===== src/rtl/weekday_time_counter_defines.svh =====
// Assertion macros used by the weekday time counter RTL.
`ifndef WEEKDAY_TIME_COUNTER_DEFINES_SVH
`define WEEKDAY_TIME_COUNTER_DEFINES_SVH

// Plain property, checked on every rising clock edge outside reset.
`define WTC_ASSERT(label, clk, rst_n, prop, msg) \
  label: assert property (@(posedge clk) disable iff (!rst_n) (prop)) \
    else $error(msg);

// Implication within the same cycle, checked outside reset.
`define WTC_ASSERT_IMPL(label, clk, rst_n, ante, cons, msg) \
  label: assert property (@(posedge clk) disable iff (!rst_n) (ante) |-> (cons)) \
    else $error(msg);

`endif


===== src/rtl/wtc_pkg.sv =====
// Types, constants and command decoding for the weekday time counter.
`default_nettype none

package wtc_pkg;

  localparam int CARRY_W = 16;

  localparam int MS_MOD   = 1000;
  localparam int SEC_MOD  = 60;
  localparam int MIN_MOD  = 60;
  localparam int HOUR_MOD = 24;
  localparam int DAY_MOD  = 7;

  localparam int MS_W   = 10;
  localparam int SEC_W  = 6;
  localparam int MIN_W  = 6;
  localparam int HOUR_W = 5;
  localparam int DAY_W  = 3;

  typedef enum logic [1:0] {
    CMD_ADD      = 2'd0,
    CMD_SET_HM   = 2'd1,
    CMD_SET_FULL = 2'd2,
    CMD_SET_WD   = 2'd3
  } cmd_e;

  // What one cell does with its field for a given request.
  typedef enum logic [1:0] {
    OP_ADD,
    OP_LOAD,
    OP_CLEAR,
    OP_KEEP
  } cell_op_e;

  typedef enum logic [2:0] {
    LANE_MS,
    LANE_SEC,
    LANE_MIN,
    LANE_HOUR,
    LANE_DAY
  } lane_e;

  typedef struct packed {
    cmd_e               command;
    logic [15:0]        delta_ms;
    logic [DAY_W-1:0]   set_weekday;
    logic [HOUR_W-1:0]  set_hour;
    logic [MIN_W-1:0]   set_minute;
    logic [SEC_W-1:0]   set_second;
  } in_req_t;

  typedef struct packed {
    logic [DAY_W-1:0]   weekday;
    logic [HOUR_W-1:0]  hour;
    logic [MIN_W-1:0]   minute;
    logic [SEC_W-1:0]   second;
    logic [MS_W-1:0]    millisecond;
  } out_rsp_t;

  // One request as it travels down the chain of cells.
  typedef struct packed {
    cmd_e               command;
    logic [CARRY_W-1:0] carry;
    logic [DAY_W-1:0]   set_weekday;
    logic [HOUR_W-1:0]  set_hour;
    logic [MIN_W-1:0]   set_minute;
    logic [SEC_W-1:0]   set_second;
    out_rsp_t           res;
  } stage_t;

  function automatic cell_op_e cell_op(lane_e lane, cmd_e cmd);
    cell_op_e op;
    op = OP_KEEP;
    if (cmd == CMD_ADD) begin
      op = OP_ADD;
    end else begin
      unique case (lane)
        LANE_MS: begin
          op = (cmd == CMD_SET_WD) ? OP_KEEP : OP_CLEAR;
        end
        LANE_SEC: begin
          unique case (cmd)
            CMD_SET_HM:   op = OP_CLEAR;
            CMD_SET_FULL: op = OP_LOAD;
            default:      op = OP_KEEP;
          endcase
        end
        LANE_MIN, LANE_HOUR: begin
          op = (cmd == CMD_SET_WD) ? OP_KEEP : OP_LOAD;
        end
        LANE_DAY: begin
          op = (cmd == CMD_SET_HM) ? OP_KEEP : OP_LOAD;
        end
        default: op = OP_KEEP;
      endcase
    end
    return op;
  endfunction

endpackage

`default_nettype wire


===== src/rtl/weekday_time_counter.sv =====
// Top level of the weekday time counter: a five-cell carry chain with flow control.
//
//   channel   direction  handshake                  payload
//   request   in         in_valid_i / in_stall_o    in_req_i  (in_req_t)
//   response  out        out_valid_o / out_stall_i  out_rsp_o (out_rsp_t)
//
// Each request passes five cells, millisecond, second, minute, hour and
// weekday, in that order, with a stage register behind each cell.
// A new request enters every cycle while in_stall_o is low; each cell updates its own field as the
// request passes it, so every request sees the fields left by the one before.
// The last stage register is the output register.
// Reset clears every field to zero (00:00:00.000 on weekday 0) and empties the chain.
// A stall on the response side only backs up into the request side once
// all five stages hold a request; empty stages close up first.
`default_nettype none
`include "weekday_time_counter_defines.svh"

module weekday_time_counter
  import wtc_pkg::*;
(
  input  logic     clk_i,
  input  logic     rst_ni,
  input  logic     in_valid_i,
  output logic     in_stall_o,
  input  in_req_t  in_req_i,
  output logic     out_valid_o,
  input  logic     out_stall_i,
  output out_rsp_t out_rsp_o
);

  localparam int NumStages = 5;

  // Stage k holds a request after it has passed cell k.
  logic   [NumStages-1:0] valid_q;
  stage_t                 stage_q [NumStages];
  stage_t                 stage_d [NumStages];
  stage_t                 head;

  // rdy[k]: stage k can take a request this cycle. en[k]: it does.
  logic   [NumStages-1:0] rdy;
  logic   [NumStages-1:0] en;
  logic   [NumStages-1:0] feed_valid;

  logic [MS_W-1:0]    ms_val;
  logic [SEC_W-1:0]   sec_val;
  logic [MIN_W-1:0]   min_val;
  logic [HOUR_W-1:0]  hour_val;
  logic [DAY_W-1:0]   day_val;
  logic [CARRY_W-1:0] ms_carry, sec_carry, min_carry, hour_carry;

  // The incoming request enters the chain with its delta as the first carry.
  always_comb begin
    head             = '0;
    head.command     = in_req_i.command;
    head.carry       = in_req_i.delta_ms;
    head.set_weekday = in_req_i.set_weekday;
    head.set_hour    = in_req_i.set_hour;
    head.set_minute  = in_req_i.set_minute;
    head.set_second  = in_req_i.set_second;
  end

  // Flow control: a full stage frees up when the stage after it takes its request.
  always_comb begin
    rdy[NumStages-1] = !valid_q[NumStages-1] || !out_stall_i;
    for (int k = NumStages - 2; k >= 0; k--) begin
      rdy[k] = !valid_q[k] || rdy[k+1];
    end
    feed_valid[0] = in_valid_i;
    for (int k = 1; k < NumStages; k++) begin
      feed_valid[k] = valid_q[k-1];
    end
    en = feed_valid & rdy;
  end

  assign in_stall_o = !rdy[0];

  wtc_cell #(.Mod(MS_MOD), .FieldW(MS_W)) u_ms_cell (
    .clk_i   (clk_i),
    .rst_ni  (rst_ni),
    .en_i    (en[0]),
    .op_i    (cell_op(LANE_MS, head.command)),
    .load_i  ('0),
    .carry_i (head.carry),
    .field_o (ms_val),
    .carry_o (ms_carry)
  );

  wtc_cell #(.Mod(SEC_MOD), .FieldW(SEC_W)) u_sec_cell (
    .clk_i   (clk_i),
    .rst_ni  (rst_ni),
    .en_i    (en[1]),
    .op_i    (cell_op(LANE_SEC, stage_q[0].command)),
    .load_i  (stage_q[0].set_second),
    .carry_i (stage_q[0].carry),
    .field_o (sec_val),
    .carry_o (sec_carry)
  );

  wtc_cell #(.Mod(MIN_MOD), .FieldW(MIN_W)) u_min_cell (
    .clk_i   (clk_i),
    .rst_ni  (rst_ni),
    .en_i    (en[2]),
    .op_i    (cell_op(LANE_MIN, stage_q[1].command)),
    .load_i  (stage_q[1].set_minute),
    .carry_i (stage_q[1].carry),
    .field_o (min_val),
    .carry_o (min_carry)
  );

  wtc_cell #(.Mod(HOUR_MOD), .FieldW(HOUR_W)) u_hour_cell (
    .clk_i   (clk_i),
    .rst_ni  (rst_ni),
    .en_i    (en[3]),
    .op_i    (cell_op(LANE_HOUR, stage_q[2].command)),
    .load_i  (stage_q[2].set_hour),
    .carry_i (stage_q[2].carry),
    .field_o (hour_val),
    .carry_o (hour_carry)
  );

  // The weekday wraps at seven and passes no carry on.
  wtc_cell #(.Mod(DAY_MOD), .FieldW(DAY_W)) u_day_cell (
    .clk_i   (clk_i),
    .rst_ni  (rst_ni),
    .en_i    (en[4]),
    .op_i    (cell_op(LANE_DAY, stage_q[3].command)),
    .load_i  (stage_q[3].set_weekday),
    .carry_i (stage_q[3].carry),
    .field_o (day_val),
    .carry_o ()
  );

  // Each stage records its cell's new field and hands the carry onward.
  always_comb begin
    stage_d[0]                  = head;
    stage_d[0].carry            = ms_carry;
    stage_d[0].res.millisecond  = ms_val;

    stage_d[1]                  = stage_q[0];
    stage_d[1].carry            = sec_carry;
    stage_d[1].res.second       = sec_val;

    stage_d[2]                  = stage_q[1];
    stage_d[2].carry            = min_carry;
    stage_d[2].res.minute       = min_val;

    stage_d[3]                  = stage_q[2];
    stage_d[3].carry            = hour_carry;
    stage_d[3].res.hour         = hour_val;

    stage_d[4]                  = stage_q[3];
    stage_d[4].res.weekday      = day_val;
  end

  always_ff @(posedge clk_i or negedge rst_ni) begin
    if (!rst_ni) begin
      valid_q <= '0;
    end else begin
      for (int k = 0; k < NumStages; k++) begin
        if (rdy[k]) begin
          valid_q[k] <= feed_valid[k];
        end
      end
    end
  end

  always_ff @(posedge clk_i) begin
    for (int k = 0; k < NumStages; k++) begin
      if (en[k]) begin
        stage_q[k] <= stage_d[k];
      end
    end
  end

  assign out_valid_o = valid_q[NumStages-1];
  assign out_rsp_o   = stage_q[NumStages-1].res;

  // The chain only pushes back once every stage is occupied.
  `WTC_ASSERT_IMPL(a_stall_only_full, clk_i, rst_ni, in_stall_o, &valid_q,
    "request side stalled while the chain has an empty stage")
  // After an add the millisecond is in range and the second carry is small.
  `WTC_ASSERT_IMPL(a_ms_range, clk_i, rst_ni,
    valid_q[0] && (stage_q[0].command == CMD_ADD),
    (stage_q[0].res.millisecond < 10'd1000) && (stage_q[0].carry < 16'd67),
    "millisecond cell left an out-of-range value or carry")
  // After an add the weekday, hour, minute and second of the response are back in range.
  `WTC_ASSERT_IMPL(a_add_normalized, clk_i, rst_ni,
    out_valid_o && (stage_q[NumStages-1].command == CMD_ADD),
    (out_rsp_o.weekday < 3'd7) && (out_rsp_o.hour < 5'd24) &&
    (out_rsp_o.minute < 6'd60) && (out_rsp_o.second < 6'd60),
    "add request produced an out-of-range time")
  // A request taken at the head reaches the first stage.
  `WTC_ASSERT(a_head_fill, clk_i, rst_ni,
    (in_valid_i && !in_stall_o) |=> valid_q[0],
    "accepted request did not enter the first stage")

endmodule

`default_nettype wire


===== src/rtl/wtc_cell.sv =====
// One digit cell of the time counter: holds a field and splits field plus carry.
`default_nettype none

module wtc_cell
  import wtc_pkg::*;
#(
  parameter int Mod    = MS_MOD,
  parameter int FieldW = MS_W
) (
  input  logic               clk_i,
  input  logic               rst_ni,
  input  logic               en_i,
  input  cell_op_e           op_i,
  input  logic [FieldW-1:0]  load_i,
  input  logic [CARRY_W-1:0] carry_i,
  output logic [FieldW-1:0]  field_o,
  output logic [CARRY_W-1:0] carry_o
);

  localparam int SumW  = CARRY_W + 1;
  localparam int Shift = SumW + $clog2(Mod);
  localparam int ProdW = SumW + Shift;
  // Rounded-up reciprocal; exact quotient for every sum below 2**SumW.
  localparam logic [ProdW-1:0] Recip =
    ProdW'(((64'd1 << Shift) + 64'(Mod) - 64'd1) / 64'(Mod));

  logic [FieldW-1:0] field_q, field_d;
  logic [SumW-1:0]   sum;
  logic [ProdW-1:0]  prod;
  logic [SumW-1:0]   quot;
  logic [SumW-1:0]   rem;

  assign sum  = SumW'(field_q) + SumW'(carry_i);
  assign prod = ProdW'(sum) * Recip;
  assign quot = prod[Shift +: SumW];
  assign rem  = sum - (quot * SumW'(Mod));

  always_comb begin
    case (op_i)
      OP_ADD:   field_d = rem[FieldW-1:0];
      OP_LOAD:  field_d = load_i;
      OP_CLEAR: field_d = '0;
      default:  field_d = field_q;
    endcase
  end

  always_ff @(posedge clk_i or negedge rst_ni) begin
    if (!rst_ni) begin
      field_q <= '0;
    end else if (en_i) begin
      field_q <= field_d;
    end
  end

  assign field_o = field_d;
  assign carry_o = quot[CARRY_W-1:0];

endmodule

`default_nettype wire

===== config.mk =====
export PLATFORM = sky130hd
export DESIGN_NAME = weekday_time_counter
export DESIGN_NICKNAME = d
export VERILOG_FILES = /design/src/rtl/wtc_pkg.sv /design/src/rtl/weekday_time_counter.sv /design/src/rtl/wtc_cell.sv
export VERILOG_INCLUDE_DIRS = /design/src /design/src/rtl
export SDC_FILE = /design/constraint.sdc
export NUM_CORES = 1
export LEC_CHECK = 0
export ABC_AREA = 1
export BUFFER_PORTS_ARGS = -buffer_cell sky130_fd_sc_hd__buf_4
export CORE_ASPECT_RATIO = 0.75
export CORE_MARGIN = 10
export CORE_UTILIZATION = 57
export CTS_CLUSTER_DIAMETER = 40
export DETAILED_ROUTE_END_ITERATION = 8
export MAX_ROUTING_LAYER = met4
export PLACE_DENSITY = 0.79
export RECOVER_POWER = 25
export SLEW_MARGIN = 30
export SYNTH_ARGS = -nofsm -noshare
export SYNTH_HDL_FRONTEND = slang
export SYNTH_SLANG_ARGS = --single-unit

===== constraint.sdc =====
create_clock -name clk_i -period 9.25 [get_ports clk_i]
set_clock_uncertainty 0.1 [all_clocks]
set_input_delay 0.925 -clock clk_i [delete_from_list [all_inputs] [get_ports clk_i]]
set_output_delay 0.925 -clock clk_i [all_outputs]
set_load 0.02 [all_outputs]

==> flow_metrics.py, run 1 <==
metrics = {
    "status": {
        "status": "complete, no violations",
    },
    "synthesis": {
        "netlist_area_um2": 16800,
        "synthFlopType": "edfxtp_1",
        "yosysWarningCount": 0,
        "synth_top_area_cell": "edfxtp_1",
        "yosysMostFrequentCell": "inv_1",
        "yosysUniqueCellTypes": 48,
        "syn_area_per_cell_um2": 9.77,
        "synthTopCellsByCount": "inv_1 (377), ha_1 (319), nand2_1 (309)",
        "synth_seq_cells": 210,
        "synth_edf_count": 175,
        "synth_cells": 1716,
        "synth_top_area_share_pct": 31.4,
        "ys_seq_area_share_pct": 36.6,
        "yosys-top-cells-area": "edfxtp_1 (31%), ha_1 (24%), fa_1 (9.0%)",
        "syn-num-nets": 2152,
        "postSynth.asyncResetShare_pct": 16.7,
    },
    "route": {
        "route.detailed.wl_per_inst_um": 15.8,
        "first_pass_iters": 6,
        "routed_wirelength_mm": 36.3,
        "routed_via_density": 5.19,
        "ant_nets": 0,
        "first_iter_violations": 754,
        "drc_errors": 0,
        "vias": 11900,
    },
    "sta": {
        "fin_crit_sh_pct": 98.5,
        "tightest_slew_ns": 0.683,
        "slew_headroom_pct": 54.4,
        "fin_crit_ns": 9.11,
        "rsz0062_at_grt": "yes",
        "fmax_ghz": 0.110,
        "maxSlewViolCount": 0,
        "finalSetupViolCount": 0,
        "hold_viol": 0,
        "setup_tns_ns": 0,
        "holdWs_ns": 0.290,
    },
    "place": {
        "hpwl_mm": 28.4,
        "gp_congestion": 0.933,
        "io_buffers": 73,
        "place_area_um2": 18300,
    },
    "final_layout": {
        "fin_area_um2": 19500,
        "area_growth_pct": 16.3,
        "fin_nets": 2318,
        "drive_above_1_share_pct": 18.0,
        "postLayoutCoreUtil_pct": 67.1,
        "nFillCells": 2183,
        "diodes": 0,
    },
    "grt": {
        "grt_pass1_wl_mm": 60.0,
        "grt_start_max_net_pins": 59,
        "gr-usage-all-layers_pct": 20.4,
        "grt_pass1_vias": 12500,
        "antenna_found_initial": 0,
        "overflow": 0,
    },
    "clocking": {
        "ctsHoldBuffers": 0,
        "clock_sinks": 210,
        "clk_latency_ns": 0.51,
        "clock_path_buffers": 3,
        "cts_tree": "yes",
        "cts.clk_slew.worst_paths_ns": 0.06,
        "cts_buffers": 22,
        "cts_root_buf": "clkbuf_16",
        "cts-htree-levels": 1,
    },
    "worst_setup_path": {
        "cp-start-kind": "input port",
        "slowest_delay_ns": 0.54,
        "critPathKind": "in -> reg",
        "cp_slowest_cell": "fa_1",
        "cp-end-kind": "register",
        "cpMostUsedCell": "nand2_1",
        "cp_data_required_time_ns": 9.40,
        "critPathMaxFanout": 4,
        "worstPathArrival_ns": 9.25,
    },
    "floorplanning": {
        "initial_core_util_pct": 57.7,
        "core_um2": 29100,
        "num_io_pins": 74,
        "chipHeight_um": 169,
        "dieArea_um2": 36700,
        "rows": 54,
        "fp.dieW_um": 218,
    },
    "hold_path": {
        "hp-class": "in -> async",
    },
    "job": {
        "maxCapViolCount": 0,
    },
}
[placed cells by master (no fill, tap or decap), types with 5 or more instances in the layout]
cell | synthesis | routed
a21oi_1 | 59 | 50
nor2_4 | 0 | 5
o21bai_1 | 5 | 5
o21ai_0 | 42 | 41
xnor2_1 | 12 | 10
nand2_1 | 309 | 292
nand4_1 | 6 | 6
edfxtp_1 | 175 | 175
fa_1 | 75 | 74
clkbuf_16 | 0 | 22
buf_4 | 30 | 164
inv_2 | 3 | 14
nand2_2 | 18 | 34
a21oi_2 | 2 | 10
ha_1 | 319 | 304
nor3_1 | 7 | 6
clkbuf_4 | 0 | 8
or2_2 | 6 | 6
o22ai_1 | 6 | 6
nand3_2 | 5 | 8
nand3_1 | 59 | 56
inv_1 | 377 | 366
nor2_2 | 1 | 8
ha_4 | 0 | 13
a22oi_1 | 9 | 9
xor2_1 | 34 | 34
dfrtp_1 | 35 | 35
nor2_1 | 76 | 64
[logic make-up (layout without fill, tap and decap cells)]
kind of cell	Yosys count	after routing	share of synthesized area, %
fa+ha+maj	394	394	32.8
xor+xnor	48	48	2.73
buf+inv	419	601	10.1
flops	210	210	36.6
simple gates	495	495	12.4
compound gates	150	150	5.36
[worst paths after layout]
check                                     start                    end  slack, ns  depth (start not counted)
max                                in_req_i[20]          stage_q[0][9]       0.14                         55
max reg2reg                u_ms_cell.field_q[0]          stage_q[0][9]       0.23                         54
min reg2reg                      stage_q[0][77]        stage_q[0][145]       0.31                          0
max in group asynchronous                rst_ni   u_ms_cell.field_q[7]       8.39                          1
min in group clk_i               stage_q[0][77]        stage_q[0][145]       0.31                          0
min                                      rst_ni  u_min_cell.field_q[4]       0.29                          1
[stage by stage]
| stage | std cells | setup WS [ns] |
|---|---|---|
| 2_1_floorplan | 1716 | 0.0107 |
| 3_3_place_gp | 2239 | -0.471 |
| 3_5_place_dp | 2240 | -0.647 |
| 4_1_cts | 2281 | 0.0281 |
| 5_1_grt | 2290 | -0.360 |
| 6_report | 2290 | 0.143 |
[metal layers]
metal	track usage [%]	vias up	wire, um
li1	-	5887	-
met1	24.7	5668	15500
met2	35.5	264	18000
met3	2.53	75	1650
met4	5.51	0	1110
met5	-	-	0
[repair_timing]
action / 4_1_cts / 5_1_grt
gates resized for setup: 16 / 60
pin swaps: 13 / 52
setup endpoints to repair: 2 / 6
setup buffers: 1 / 9
[worst max-delay path, delay by kind of cell]
| kind | cells | cell delay [ns] |
|---|---|---|
| buffers and inverters | 11 | 0.61 |
| AND/OR/NAND/NOR | 25 | 2.04 |
| adder cells (fa/ha/maj) | 13 | 4.79 |
| AO/OA/AOI/OAI | 6 | 0.86 |
[layout make-up]
class / count / area (um2) / area share [%]
well taps: 392 / 490 / 2.52
clock buffers: 23 / 554 / 2.84
repair buffers: 178 / 1380 / 7.07
flip-flops and latches: 210 / 6130 / 31.4
multi-input cells: 1087 / 9290 / 47.7
inverters: 383 / 1440 / 7.41
clock inverters: 17 / 204 / 1.05
[state kept, by name, summed over array words and instances (netlist names)]
register	flops
stage_q	175
u_ms_cell.field_q	10
u_min_cell.field_q	6
u_sec_cell.field_q	6
u_hour_cell.field_q	5
valid_q	5
u_day_cell.field_q	3
Power of run 1 is left out: the tool's default activity adds up to more than one toggle a clock period on the data nets, which glitch-free logic cannot reach.
==> run 2, diff against run 1 <==
--- a/config.mk
+++ b/config.mk
@@ -9,12 +9,12 @@
 export ABC_AREA = 1
 export BUFFER_PORTS_ARGS = -buffer_cell sky130_fd_sc_hd__buf_4
 export CORE_ASPECT_RATIO = 0.75
-export CORE_MARGIN = 10
-export CORE_UTILIZATION = 57
+export CORE_MARGIN = 5
+export CORE_UTILIZATION = 35
 export CTS_CLUSTER_DIAMETER = 40
 export DETAILED_ROUTE_END_ITERATION = 8
 export MAX_ROUTING_LAYER = met4
-export PLACE_DENSITY = 0.79
+export PLACE_DENSITY = 0.62
 export RECOVER_POWER = 25
 export SLEW_MARGIN = 30
 export SYNTH_ARGS = -nofsm -noshare
==> flow_metrics.py, run 2 (synthesized netlist as in run 1, its figures left out) <==
metrics = {
    "status": {
        "status": "complete, no violations",
    },
    "sta": {
        "fin_crit_ns": 9.01,
        "fin_crit_sh_pct": 97.4,
        "rsz0062_at_grt": "yes",
        "hold_viol": 0,
        "tightest_slew_ns": 0.625,
        "fmax_ghz": 0.111,
        "maxSlewViolCount": 0,
        "slew_headroom_pct": 58.3,
        "finalSetupViolCount": 0,
    },
    "worst_setup_path": {
        "cp-start-kind": "input port",
        "path_delay_family": "adder cells",
        "cp_data_required_time_ns": 9.43,
        "cpMostUsedCell": "nand2_2",
        "worstPathArrival_ns": 9.19,
        "slowest_delay_ns": 0.56,
        "cp_slowest_cell": "fa_1",
        "critPathMaxFanout": 5,
        "cp_num_buf_inv": 13,
        "critPathKind": "in -> reg",
        "cp-end-kind": "register",
    },
    "final_layout": {
        "diodes": 0,
        "largest_register": "stage_q",
        "drive_above_1_share_pct": 21.0,
        "regArea_um2": 6140,
        "fin_nets": 2332,
        "largest_reg_flops": 175,
        "reg_top3": "stage_q x175, u_ms_cell.field_q x10",
        "multi_input_area_um2": 9650,
        "final_common_cell": "inv_1",
        "mostFrequentLayoutCells": "inv_1 (363), ha_1 (286), nand2_1 (282), edfxtp_1 (175), buf_4 (170)",
        "fin_cells": 2556,
        "area_growth_pct": 21.7,
        "nFillCells": 4491,
    },
    "route": {
        "routed_via_density": 4.53,
        "first_iter_violations": 578,
        "route.detailed.wl_per_inst_um": 13.9,
        "routed_wirelength_mm": 35.5,
        "vias": 11600,
        "drc_errors": 0,
        "ant_nets": 0,
        "first_pass_iters": 5,
    },
    "clocking": {
        "cts-htree-levels": 1,
        "clock_path_buffers": 3,
        "clk_latency_ns": 0.53,
        "clock_sinks": 210,
        "ctsHoldBuffers": 0,
        "cts_tree": "yes",
        "cts.clk_slew.worst_paths_ns": 0.06,
        "cts_root_buf": "clkbuf_16",
        "cts_buffers": 28,
    },
    "floorplanning": {
        "initial_core_util_pct": 35.4,
        "num_io_pins": 74,
        "fp.dieW_um": 263,
        "dieArea_um2": 52400,
        "core_um2": 47400,
        "chipHeight_um": 200,
        "rows": 69,
    },
    "hold_path": {
        "hp-class": "in -> async",
    },
    "grt": {
        "grt_pass1_wl_mm": 58.4,
        "overflow": 0,
        "gr-usage-all-layers_pct": 13.8,
        "grt_start_max_net_pins": 50,
        "grt_pass1_vias": 11700,
        "antenna_found_initial": 0,
    },
    "place": {
        "placed_cells": 2491,
        "gp_congestion": 0.868,
        "io_buffers": 73,
        "hpwl_mm": 29.1,
    },
    "job": {
        "maxCapViolCount": 0,
    },
}
[run 2: cell count changes in the layout (fill, tap and decap cells not counted), moves of 6 or more]
cell       delta
ha_1         -18
ha_4         +17
nand2_1      -10
nand2_2       +8
buf_4         +6
clkbuf_16     +6
[run 2: worst paths after layout]
| check | endpoint | startpoint | slack [ns] | cells after the start |
|---|---|---|---|---|
| max | stage_q[0][9] | in_req_i[20] | 0.24 | 56 |
| max in group asynchronous | u_ms_cell.field_q[5] | rst_ni | 8.36 | 1 |
| min reg2reg | stage_q[0][273] | stage_q[0][205] | 0.31 | 0 |
| max reg2reg | stage_q[0][9] | u_ms_cell.field_q[0] | 0.29 | 55 |
| min | u_min_cell.field_q[5] | rst_ni | 0.27 | 1 |
| min in group clk_i | stage_q[0][273] | stage_q[0][205] | 0.31 | 0 |
[run 2: what timing repair did]
action,in CTS,in global routing
pin swaps,18,54
setup endpoints to repair,4,5
buffers inserted,4,10
gates resized for setup,17,117
gates cloned,0,0
[run 2: final cells by class]
type                    instances  area share (%)
repair buffers                186            7.02
clock buffers                  34            3.60
well taps                     639            3.92
flip-flops and latches        210            30.1
inverters                     383            7.07
clock inverters                17           0.963
multi-input cells            1087            47.3
[run 2: per-stage QoR]
stage | util, % | instance area [um2] | TNS (ns) | setup slack [ns] | hold slack (ns)
finish | 43.0 | 20400 | 0 | 0.240 | 0.271
CTS | 41.6 | 19700 | 0 | 0.0168 | 0.282
global route | 43.0 | 20400 | -0.340 | -0.174 | 0.306
detailed placement | 39.4 | 18700 | -2.76 | -0.777 | 0.305
floorplan | - | 16800 | 0 | 0.0107 | 0.300
global placement | 39.4 | 18700 | -1.41 | -0.462 | 0.302
[run 2: layer usage]
metal	track usage, %	part of all wire, %	vias to the layer above
met2	21.8	45	211
li1	-	-	5924
met4	1.94	1.0	0
met5	-	0	-
met3	2.52	5.8	33
met1	19.2	49	5402
Power of run 2 is left out for the same reason.
